`config.mk`:
```
export PLATFORM = sky130hd
export DESIGN_NAME = poisson_inversion_sampler
export DESIGN_NICKNAME = d
export VERILOG_FILES = /design/src/rtl/pis_pkg.sv /design/src/rtl/poisson_inversion_sampler.sv
export SDC_FILE = /design/constraint.sdc
export NUM_CORES = 2
export LEC_CHECK = 0
export BUFFER_PORTS_ARGS = -buffer_cell sky130_fd_sc_hd__buf_4
export CORE_ASPECT_RATIO = 1.25
export CORE_MARGIN = 2
export CORE_UTILIZATION = 60
export DETAILED_ROUTE_END_ITERATION = 8
export HOLD_SLACK_MARGIN = 0.12
export PLACE_DENSITY = 0.8
export SYNTH_ARGS = -nofsm -noshare
export SYNTH_HDL_FRONTEND = slang
export SYNTH_SLANG_ARGS = --single-unit
```
`constraint.sdc`:
```
create_clock -name i_clk -period 31.9 [get_ports i_clk]
set_input_delay 6.38 -clock i_clk [delete_from_list [all_inputs] [get_ports i_clk]]
set_output_delay 6.38 -clock i_clk [all_outputs]
set_load 0.01 [all_outputs]
```
`src/rtl/pis_pkg.sv`:
```
// pis_pkg: widths, fixed-point constants and state types shared by the
// Poisson sampler top level and its checker.
// No dependencies.
package pis_pkg;

    // Default count limit
    localparam int unsigned MAX_COUNT_DEF = 255;

    // Port field widths
    localparam int UW      = 32;   // uniform value and rate
    localparam int TOL_W   = 16;   // tolerance register
    localparam int COUNT_W = 8;    // count output

    // Datapath: probabilities are Q0.40 carried in PW bits
    localparam int FRAC_W  = 40;
    localparam int PW      = 48;
    localparam int TGT_SHIFT = FRAC_W - UW;   // Q0.32 -> Q0.40

    // Shared multiplier: A is PW bits, B is one half of the split operand
    localparam int RATE_SPLIT = 16;           // rate split into 16/16
    localparam int SQ_SPLIT   = 20;           // Q0.40 split into 21/20
    localparam int BW         = FRAC_W - SQ_SPLIT + 1;
    localparam int PRODW      = PW + BW;
    localparam int LOW_W      = PRODW - RATE_SPLIT;

    // Final shifts of the three products
    localparam int SER_SHIFT  = 16;           // Q0.40 x Q0.32
    localparam int SQ_SHIFT   = 20;           // Q0.40 x Q0.40
    localparam int STEP_SHIFT = 12;           // Q0.40 x Q4.28

    // exp(-y) series and squarings
    localparam int SERIES_TERMS = 16;
    localparam int SQUARINGS    = 4;
    localparam int SQ_W         = $clog2(SQUARINGS);

    // Divider: DIV_STEP quotient bits per cycle
    localparam int DIV_STEP   = 4;
    localparam int DIV_CYCLES = PW / DIV_STEP;

    localparam logic [TOL_W-1:0] TOL_RESET = 16'd4295;

    typedef enum logic [2:0] {
        S_IDLE,
        S_MUL_LO,
        S_MUL_HI,
        S_DIV,
        S_ACC,
        S_CHECK,
        S_FINISH
    } t_state;

    typedef enum logic [1:0] {
        PH_SERIES,
        PH_SQUARE,
        PH_STEP
    } t_phase;

endpackage

```
`src/rtl/poisson_inversion_sampler.sv`:
```
// poisson_inversion_sampler: Poisson count by CDF inversion, one shared
// multiplier and a radix-16 divider under a small sequencer.
// Depends on pis_pkg.
//
// Takes a uniform word (Q0.32) and a mean (Q4.28) and returns one result word
// holding the sampled count and a saturation flag. exp(-rate) is built as
// exp(-rate/16) from a 16-term series, squared four times; then the CDF is
// walked: p <- p*rate/k, total <- total + p, until total reaches
// (uniform - tolerance) in Q0.40 or k reaches MAX_COUNT (saturated = 1 if still short).
// All arithmetic runs on one 48x21 multiplier (each product is taken in two
// halves, low then high) and one divider that retires 4 quotient bits a
// cycle. Each item runs the series terms, then the squarings, then one
// multiply, divide and check per CDF step. The input is ready only while
// the sequencer is idle. The result sits in an output register, so the
// next word is taken as soon as the current one is handed over, even if
// the consumer has not yet taken it. The tolerance register is written
// through its own channel, always ready, and must only change while the
// block is idle; reset value 4295 (about 1e-6).
module poisson_inversion_sampler #(
    parameter int unsigned MAX_COUNT = pis_pkg::MAX_COUNT_DEF
) (
    input  logic                        i_clk,
    input  logic                        i_rst_n,
    input  logic                        i_in_valid,
    output logic                        o_in_ready,
    input  logic [pis_pkg::UW-1:0]      i_uniform_value,
    input  logic [pis_pkg::UW-1:0]      i_rate,
    output logic                        o_out_valid,
    input  logic                        i_out_ready,
    output logic [pis_pkg::COUNT_W-1:0] o_count,
    output logic                        o_saturated,
    input  logic                        i_cfg_valid,
    output logic                        o_cfg_ready,
    input  logic [pis_pkg::TOL_W-1:0]   i_cfg_tolerance
);
    import pis_pkg::*;

    // k counts both series terms and CDF steps
    localparam int CW  = $clog2(MAX_COUNT + 1);
    localparam int SW  = $clog2(SERIES_TERMS + 1);
    localparam int KW  = (CW > SW) ? CW : SW;
    localparam int DCW = $clog2(DIV_CYCLES);

    localparam logic [PW-1:0] ONE_Q40 = PW'(1) << FRAC_W;

    // ---------------------------------------------------------------
    // Registers
    // ---------------------------------------------------------------
    t_state              r_state, n_state;
    t_phase              r_phase, n_phase;
    logic [TOL_W-1:0]    r_tol, n_tol;
    logic [UW-1:0]       r_rate, n_rate;
    logic [FRAC_W-1:0]   r_target, n_target;   // CDF target, Q0.40
    logic                r_run, n_run;         // uniform above tolerance
    logic [PW-1:0]       r_val, n_val;         // series term, then p
    logic [PW-1:0]       r_sum, n_sum;         // series sum, then total
    logic [LOW_W-1:0]    r_lo_part, n_lo_part; // shifted low partial product
    logic [PW-1:0]       r_quo, n_quo;         // dividend in, quotient out
    logic [KW-1:0]       r_rem, n_rem;
    logic [DCW-1:0]      r_dcnt, n_dcnt;
    logic [KW-1:0]       r_k, n_k;
    logic [SQ_W-1:0]     r_sq, n_sq;
    logic                r_out_valid, n_out_valid;
    logic [COUNT_W-1:0]  r_count, n_count;
    logic                r_sat, n_sat;

    // Control decodes
    logic in_acc;
    logic out_load;
    logic check_done;
    logic sq_last;
    logic div_last;
    logic ser_last;

    // ---------------------------------------------------------------
    // Shared multiplier. A x B_lo in S_MUL_LO, A x B_hi + registered low
    // part in S_MUL_HI.
    // ---------------------------------------------------------------
    logic [PW-1:0]     mul_a;
    logic [BW-1:0]     b_lo, b_hi, mul_b;
    logic [PRODW-1:0]  prod;
    logic [LOW_W-1:0]  lo_part;
    logic [PRODW:0]    hi_sum;
    logic [PW-1:0]     mul_res;

    always_comb begin
        mul_a = (r_phase == PH_SQUARE) ? r_sum : r_val;
        if (r_phase == PH_SQUARE) begin
            b_lo = BW'(r_sum[SQ_SPLIT-1:0]);
            b_hi = r_sum[FRAC_W:SQ_SPLIT];
        end else begin
            b_lo = BW'(r_rate[RATE_SPLIT-1:0]);
            b_hi = BW'(r_rate[UW-1:RATE_SPLIT]);
        end
        mul_b = (r_state == S_MUL_HI) ? b_hi : b_lo;
    end

    assign prod = PRODW'(mul_a) * PRODW'(mul_b);

    always_comb begin
        if (r_phase == PH_SQUARE) begin
            lo_part = LOW_W'(prod >> SQ_SPLIT);
        end else begin
            lo_part = LOW_W'(prod >> RATE_SPLIT);
        end
        hi_sum = (PRODW+1)'(prod) + (PRODW+1)'(r_lo_part);
        case (r_phase)
            PH_SQUARE: mul_res = PW'(hi_sum >> SQ_SHIFT);
            PH_STEP:   mul_res = PW'(hi_sum >> STEP_SHIFT);
            default:   mul_res = PW'(hi_sum >> SER_SHIFT);
        endcase
    end

    // ---------------------------------------------------------------
    // Restoring divider, DIV_STEP bits per cycle, divisor is k
    // ---------------------------------------------------------------
    logic [PW-1:0] div_quo;
    logic [KW-1:0] div_rem;

    always_comb begin : p_div
        logic [KW:0] trial;
        div_quo = r_quo;
        div_rem = r_rem;
        for (int i = 0; i < DIV_STEP; i++) begin
            trial   = {div_rem, div_quo[PW-1]};
            div_quo = {div_quo[PW-2:0], 1'b0};
            if (trial >= {1'b0, r_k}) begin
                div_rem    = KW'(trial - {1'b0, r_k});
                div_quo[0] = 1'b1;
            end else begin
                div_rem = trial[KW-1:0];
            end
        end
    end

    // ---------------------------------------------------------------
    // Sequencer
    // ---------------------------------------------------------------
    assign sq_last    = (r_sq == SQ_W'(SQUARINGS - 1));
    assign div_last   = (r_dcnt == DCW'(DIV_CYCLES - 1));
    assign ser_last   = (r_k == KW'(SERIES_TERMS));
    assign check_done = !r_run || (r_sum >= PW'(r_target)) || (r_k == KW'(MAX_COUNT));

    always_comb begin
        n_state = r_state;
        unique case (r_state)
            S_IDLE: begin
                if (i_in_valid) begin
                    n_state = S_MUL_LO;
                end
            end
            S_MUL_LO: begin
                n_state = S_MUL_HI;
            end
            S_MUL_HI: begin
                if (r_phase != PH_SQUARE) begin
                    n_state = S_DIV;
                end else if (sq_last) begin
                    n_state = S_CHECK;
                end else begin
                    n_state = S_MUL_LO;
                end
            end
            S_DIV: begin
                if (div_last) begin
                    n_state = S_ACC;
                end
            end
            S_ACC: begin
                n_state = (r_phase == PH_SERIES) ? S_MUL_LO : S_CHECK;
            end
            S_CHECK: begin
                n_state = check_done ? S_FINISH : S_MUL_LO;
            end
            S_FINISH: begin
                if (!r_out_valid || i_out_ready) begin
                    n_state = S_IDLE;
                end
            end
            default: n_state = S_IDLE;
        endcase
    end

    always_comb begin
        o_in_ready  = (r_state == S_IDLE);
        o_cfg_ready = 1'b1;
        in_acc      = i_in_valid && (r_state == S_IDLE);
        out_load    = (r_state == S_FINISH) && (!r_out_valid || i_out_ready);
    end

    // ---------------------------------------------------------------
    // Datapath next values
    // ---------------------------------------------------------------
    always_comb begin
        n_phase   = r_phase;
        n_tol     = i_cfg_valid ? i_cfg_tolerance : r_tol;
        n_rate    = r_rate;
        n_target  = r_target;
        n_run     = r_run;
        n_val     = r_val;
        n_sum     = r_sum;
        n_lo_part = r_lo_part;
        n_quo     = r_quo;
        n_rem     = r_rem;
        n_dcnt    = r_dcnt;
        n_k       = r_k;
        n_sq      = r_sq;
        n_count   = r_count;
        n_sat     = r_sat;

        unique case (r_state)
            S_IDLE: begin
                if (in_acc) begin
                    n_rate   = i_rate;
                    n_run    = i_uniform_value > UW'(r_tol);
                    n_target = {UW'(i_uniform_value - UW'(r_tol)), TGT_SHIFT'(0)};
                    n_val    = ONE_Q40;
                    n_sum    = ONE_Q40;
                    n_k      = KW'(1);
                    n_sq     = '0;
                    n_phase  = PH_SERIES;
                end
            end
            S_MUL_LO: begin
                n_lo_part = lo_part;
            end
            S_MUL_HI: begin
                if (r_phase == PH_SQUARE) begin
                    n_sum = mul_res;
                    n_val = mul_res;
                    n_sq  = SQ_W'(r_sq + 1'b1);
                    if (sq_last) begin
                        // p = total = exp(-rate), start the CDF walk
                        n_k     = '0;
                        n_phase = PH_STEP;
                    end
                end else begin
                    n_quo  = mul_res;
                    n_rem  = '0;
                    n_dcnt = '0;
                end
            end
            S_DIV: begin
                n_quo  = div_quo;
                n_rem  = div_rem;
                n_dcnt = DCW'(r_dcnt + 1'b1);
            end
            S_ACC: begin
                n_val = r_quo;
                if (r_phase == PH_SERIES) begin
                    // odd terms subtract (clamped at zero), even terms add
                    if (r_k[0]) begin
                        n_sum = (r_sum >= r_quo) ? r_sum - r_quo : '0;
                    end else begin
                        n_sum = r_sum + r_quo;
                    end
                    if (ser_last) begin
                        n_phase = PH_SQUARE;
                        n_sq    = '0;
                    end else begin
                        n_k = KW'(r_k + 1'b1);
                    end
                end else begin
                    n_sum = r_sum + r_quo;
                end
            end
            S_CHECK: begin
                if (!check_done) begin
                    n_k = KW'(r_k + 1'b1);
                end
            end
            S_FINISH: begin
                if (out_load) begin
                    n_count = COUNT_W'(r_k);
                    // limit hit only counts when the CDF still fell short
                    n_sat   = r_run && (r_sum < PW'(r_target));
                end
            end
            default: ;
        endcase

        if (out_load) begin
            n_out_valid = 1'b1;
        end else if (i_out_ready) begin
            n_out_valid = 1'b0;
        end else begin
            n_out_valid = r_out_valid;
        end
    end

    // ---------------------------------------------------------------
    // Registers
    // ---------------------------------------------------------------
    always_ff @(posedge i_clk) begin
        if (!i_rst_n) begin
            r_state     <= S_IDLE;
            r_phase     <= PH_SERIES;
            r_tol       <= TOL_RESET;
            r_out_valid <= 1'b0;
        end else begin
            r_state     <= n_state;
            r_phase     <= n_phase;
            r_tol       <= n_tol;
            r_out_valid <= n_out_valid;
        end
    end

    always_ff @(posedge i_clk) begin
        r_rate    <= n_rate;
        r_target  <= n_target;
        r_run     <= n_run;
        r_val     <= n_val;
        r_sum     <= n_sum;
        r_lo_part <= n_lo_part;
        r_quo     <= n_quo;
        r_rem     <= n_rem;
        r_dcnt    <= n_dcnt;
        r_k       <= n_k;
        r_sq      <= n_sq;
        r_count   <= n_count;
        r_sat     <= n_sat;
    end

    assign o_out_valid = r_out_valid;
    assign o_count     = r_count;
    assign o_saturated = r_sat;

endmodule

```
; Yosys cells after proc, flatten, opt, wreduce, memory -nomap -nowiden
; Cells that the tools add are included.
[totals]
register_bits = 315
inputBits = 85
wordCells = 138
[op_classes]
n_addsub = 11
n_mul = 1
order_cmp = 8
n_eq_ne = 24
muxes = 54
reduce_logical = 22
[ops]
columns = cell, count
row1 = two-way mux 48 bit, 7
row2 = case mux 48 bit (3 select lines), 2
row3 = case mux 48 bit (2 select lines), 2
row4 = two-way mux 8 bit, 11
row5 = multiplier 48 x 21 -> 69 bit, 1
row6 = adder 68 x 53 -> 68 bit, 1
row7 = two-way mux 49 bit, 1
row8 = adder 48 bit, 1
row9 = >= comparator 48 x 40 -> 1 bit, 1
row10 = >= comparator 48 bit, 1
row11 = less-than comparator 48 x 40 -> 1 bit, 1
row12 = subtractor 48 bit, 1
row13 = two-way mux 21 bit, 2
row14 = >= comparator 9 x 8 -> 1 bit, 4
row15 = > comparator 32 x 16 -> 1 bit, 1
row16 = case mux 8 bit (4 select lines), 1
row17 = subtractor 32 x 16 -> 32 bit, 1
row18 = subtractor 8 bit, 4
row19 = two-way mux 3 bit, 7
row20 = case mux 3 bit (7 select lines), 1
row21 = two-way mux 20 bit, 1
row22 = "!= test 2 bit, second input constant", 9
row23 = two-way mux 2 bit, 8
row24 = case mux 8 bit (2 select lines), 1
row25 = 29 further kinds, 50

; Depth between registers and ports, before layout
[depth]
ltp_word = 9
depth_mapped = 53
mapped_depth_nobuf = 48

; Least setup slack after synthesis
; OpenSTA, ideal clock, no wires.
[synth_path]
path_kind = register to register
from = reg r_phase[1]
to = reg r_quo[47], data pin
arrival_time_ns = 10.902
required_ns = 31.640
setup_slack_ns = 20.738
stages_incl_launch_ff = 47
path_buffers = 6
synth_period_minus_slack_ns = 11.162
cell_sequence = dfxtp_1 > inv_1 > ha_1 > buf_2 > clkbuf_1 > clkbuf_1 > buf_1 > mux2_2 > nand2_1 > fa_1 > fa_1 > fa_1 > inv_1 > fa_1 > fa_1 > fa_1 > inv_1 > fa_1 > [11 not listed] > nand2b_1 > a31oi_1 > xnor2_1 > ha_1 > clkbuf_1 > nand2_1 > o21ai_0 > a31oi_1 > o21ai_0 > a21oi_1 > o21ai_0 > o2111a_1 > o211a_2 > nand4_1 > nor3_1 > mux2i_1 > a22oi_2 > mux2_2
[synth_via]
elab_chain_len = 8
word_cells_on_any_way = 11
classes_between = add/sub (1) / mul (1) / eq/ne (2) / mux (7)
[synth_lines]
columns = item, line_no
row1 = from (decl), poisson_inversion_sampler.sv:50  ; t_phase r_phase, n_phase;
row2 = from (signal assigned), poisson_inversion_sampler.sv:302  ; r_phase <= n_phase;
row3 = == test 2 x 1 -> 1 bit, "poisson_inversion_sampler.sv:87, poisson_inversion_sampler.sv:88, poisson_inversion_sampler.sv:107"
row4 = two-way mux 20 bit / two-way mux 21 bit (equally long branches), poisson_inversion_sampler.sv:88  ; if (r_phase == PH_SQUARE) begin
row5 = two-way mux 21 bit, poisson_inversion_sampler.sv:95  ; mul_b = (r_state == S_MUL_HI) ? b_hi : b_lo;
row6 = multiplier 48 x 21 -> 69 bit, poisson_inversion_sampler.sv:98  ; assign prod = PRODW'(mul_a) * PRODW'(mul_b);
row7 = adder 68 x 53 -> 68 bit, poisson_inversion_sampler.sv:106  ; hi_sum = (PRODW+1)'(prod) + (PRODW+1)'(r_lo_part);
row8 = case mux 48 bit (2 select lines) (*), poisson_inversion_sampler.sv:107  ; case (r_phase)
row9 = two-way mux 48 bit (*), poisson_inversion_sampler.sv:228  ; if (r_phase == PH_SQUARE) begin
row10 = case mux 48 bit (2 select lines) (*), poisson_inversion_sampler.sv:211  ; unique case (r_state)
row11 = named net n_quo[47], poisson_inversion_sampler.sv:58  ; logic [PW-1:0] r_quo, n_quo;
row12 = to (signal assigned), poisson_inversion_sampler.sv:315  ; r_quo <= n_quo;
row13 = to (decl), poisson_inversion_sampler.sv:58
; The timed path passes the listed nets; every way through them passes the cells marked *. The select of a mux whose other input is x is not followed.
; A chain may end at the register's enable or synchronous reset.

; Worst setup path after layout
[layout_path]
from = reg r_state[1]
to = reg r_sum[42], data pin
[layout_via]
elab_chain_len = 7
word_cells_on_any_way = 9
classes_between = add/sub (1) / mul (1) / eq/ne (2) / mux (4) / reduce/logical (1)
[layout_lines]
columns = item, line_no
row1 = from (decl), poisson_inversion_sampler.sv:49  ; t_state r_state, n_state;
row2 = from (signal assigned), poisson_inversion_sampler.sv:301  ; r_state <= n_state;
row3 = == test 3 x 2 -> 1 bit, "poisson_inversion_sampler.sv:95, poisson_inversion_sampler.sv:211"
row4 = two-way mux 21 bit, poisson_inversion_sampler.sv:95
row5 = multiplier 48 x 21 -> 69 bit, poisson_inversion_sampler.sv:98
row6 = adder 68 x 53 -> 68 bit, poisson_inversion_sampler.sv:106
row7 = case mux 48 bit (2 select lines), poisson_inversion_sampler.sv:107
row8 = two-way mux 48 bit, poisson_inversion_sampler.sv:228
row9 = case mux 48 bit (3 select lines) (*), poisson_inversion_sampler.sv:211
row10 = named net n_sum[42], poisson_inversion_sampler.sv:56  ; logic [PW-1:0] r_sum, n_sum;
row11 = to (signal assigned), poisson_inversion_sampler.sv:313  ; r_sum <= n_sum;
row12 = to (decl), poisson_inversion_sampler.sv:56
; Marks and branches as above.

==> flow_metrics.py <==
metrics = {
    "outcome": {
        "status": "finished clean",
    },
    "die": {
        "fp-row-count": 126,
        "coreArea_sq_um": 94430,
        "ios": 97,
        "fp.dieArea_sq_um": 97830,
        "initial_core_util_pct": 60.57,
        "die_w_um": 280.2,
        "die_h_um": 349.2,
    },
    "logic_synthesis": {
        "ys_types": 95,
        "synth_nets": 8014,
        "synthTopCellsByCount": "inv_1 (1116), nand2_1 (927), fa_1 (878)",
        "synth_top_area_share_pct": 30.73,
        "synth-seq-cells": 315,
        "yosysTopAreaCell": "fa_1",
        "ys.flop_type": "edfxtp_1",
        "netlist_area_sq_um": 57190,
        "synthTopCellsByArea": "fa_1 (31%), edfxtp_1 (15%), ha_1 (9.1%), inv_1 (7.3%), nand2_1 (6.1%)",
        "synth_area_per_cell_sq_um": 8.621,
        "yosysMostFrequentCell": "inv_1",
        "synthCells": 6634,
        "yosysWarnings": 0,
        "synth_edf_count": 293,
        "yosysSeqAreaShare_pct": 16.15,
        "async_flop_share_pct": 0,
    },
    "worst_setup_path": {
        "crit_type": "reg2reg",
        "path_max_fanout": 46,
        "worstPathRequired_ns": 32.24,
        "end_kind": "register",
        "worstSetupStartpointType": "register",
        "slowest_stage": "o21ai_2",
        "arrival_ns": 13.98,
        "path_common_cell": "fa_1",
        "max_stage_delay_ns": 0.83,
    },
    "clock_network": {
        "cts-htree-levels": 1,
        "cts_setup_buffers": 0,
        "clk_latency_ns": 0.63,
        "clk_pin_slew_ns": 0.07,
        "cts_buffers": 30,
        "clock-sinks": 315,
        "cts_resized": 0,
        "cts-root-buf": "clkbuf_16",
        "cts_hold_buffers": 0,
        "cts-root-to-sink-buffers": 3,
        "cts_tree": "done",
    },
    "final_layout": {
        "multiInputGateArea_sq_um": 42630,
        "drive_gt1_share_pct": 6.010,
        "area_growth_pct": 4.979,
        "antenna_cells": 0,
        "fillers": 7890,
        "ff_latch_area_sq_um": 9239,
        "fin_nets": 7895,
        "finalInstanceArea_sq_um": 60040,
    },
    "route": {
        "wl_per_cell_um": 24.48,
        "wl_met3_um": 18130,
        "dr_wl_met2_um": 89230,
        "wirelength_um": 189800,
        "met1Wirelength_um": 67870,
        "route.detailed.drc": 0,
        "vias": 49150,
        "drt-initial-drc-count": 4695,
        "top_layer": "met5",
        "final_antenna_net_count": 0,
        "viasPerCell": 6.337,
        "drt-pass1-iter-count": 8,
    },
    "sta": {
        "period_share_pct": 42.77,
        "setup_violations": 0,
        "slew_violations": 0,
        "max_freq_mhz": 73.30,
        "skew_ns": 0.02873,
        "hold_viol_final": 0,
        "relSlewSlack_pct": 5.714,
        "finalSetupTns_ns": 0,
        "grt_setup_unrepaired": "false",
        "tightest_slew_ns": 1.375,
        "period_needed_ns": 13.64,
    },
    "grt": {
        "antenna_found_initial": 1,
        "grt.total_usage_pct": 39.33,
        "grt_overflow_total": 0,
        "grt_max_degree": 67,
        "grt_pass1_vias": 50780,
        "grt_pass1_wl_um": 292900,
    },
    "hold_path": {
        "hp-class": "reg2reg",
    },
    "place": {
        "port_buffers": 95,
        "dpl_cell_area_sq_um": 59040,
        "dp_hpwl_um": 152900,
        "globalplace.congestion": 1.045,
    },
    "job": {
        "drv_cap": 0,
    },
}
==> metrics by stage <==
step                utilization [%]  setup WS [ns]  instances  hold slack [ns]
detailed placement            62.52          18.56       7699           0.4784
finish                        63.58          18.26       7755           0.4968
floorplan                         -          20.74       6634           0.4419
global route                  63.58          17.55       7755           0.5084
CTS                           63.58          18.50       7755           0.4989
global placement              62.47          18.02       7696           0.4629
==> path summary, 6_finish.rpt <==
check / to / cells after the start / from / slack [ns]
min: r_tol[0] / 2 / r_tol[0] / 0.50
max: r_sum[42] / 43 / r_state[1] / 18.26
max reg2reg: r_sum[42] / 43 / r_state[1] / 18.26
min reg2reg: r_tol[0] / 2 / r_tol[0] / 0.50
==> metal layers <==
layer / up-vias / track usage, %
li1: 21310 / -
met1: 24180 / 48.45
met2: 2955 / 65.12
met3: 705 / 5.923
met4: 2 / 24.41
met5: - / 0
==> flip-flops by register name (all words and copies together), names as in the netlist <==
signal,cells
o_count,8
o_out_valid,1
o_saturated,1
r_dcnt,4
r_k,8
r_lo_part,53
r_phase,2
r_quo,48
r_rate,32
r_rem,8
r_run,1
r_sq,2
r_state,3
r_sum,48
r_target,32
r_tol,16
r_val,48
==> placed cells by master, fill, tap and decap left out, types with 30 or more instances in the layout <==
cell type	Yosys	routed
o21ai_1	31	31
fa_1	878	878
o21ai_0	249	239
a221o_1	33	33
o22ai_1	49	49
nor3_1	47	46
mux2i_1	79	68
nand2b_1	44	44
nor2b_1	41	41
nor2_1	695	692
xnor2_1	100	100
mux2_2	86	86
o211ai_1	41	41
o21bai_1	50	50
nand2_1	927	924
inv_1	1116	1116
xor2_1	57	57
a21oi_1	308	308
o21a_1	60	59
a21o_1	98	98
nand3_1	86	86
buf_4	1	188
ha_1	417	416
a221oi_1	30	30
clkbuf_16	0	30
edfxtp_1	293	293
nand4_1	62	62
==> cell families (layout without fill, tap and decap cells) <==
kind of cell               after synthesis  in the layout  synth area share [%]
other                                    1              1              0.006557
and+or+nand+nor                       2046           2046                 15.21
buffers and inverters                 1460           1365                 9.597
xor gates and xnor gates               157            157                 2.404
adders and majority gates             1295           1295                 39.85
AOI/OAI and AO/OA                     1190           1190                 13.54
DFF                                    315            315                 16.15
muxes                                  170            170                 3.233
==> worst max-delay path, delay by kind of cell (launching register included) <==
family | cells | cell delay, ns
adder cells (fa/ha/maj) | 9 | 4.33
XOR/XNOR | 2 | 0.35
buffers and inverters | 5 | 0.67
AO/OA/AOI/OAI | 16 | 4.70
AND/OR/NAND/NOR | 11 | 2.67
flip-flops | 1 | 0.53
==> final cells by class <==
cell class | count | share of cell area (%)
clock buffer | 35 | 1.282
timing repair buffer | 191 | 2.419
clock inverter | 21 | 0.3834
inverter | 1118 | 6.989
multi-input combinational | 4859 | 71.01
sequential | 315 | 15.39
tap | 1216 | 2.534
Power is not shown: default switching activity piles up to over one toggle a cycle in this logic, so the estimate is an artifact.
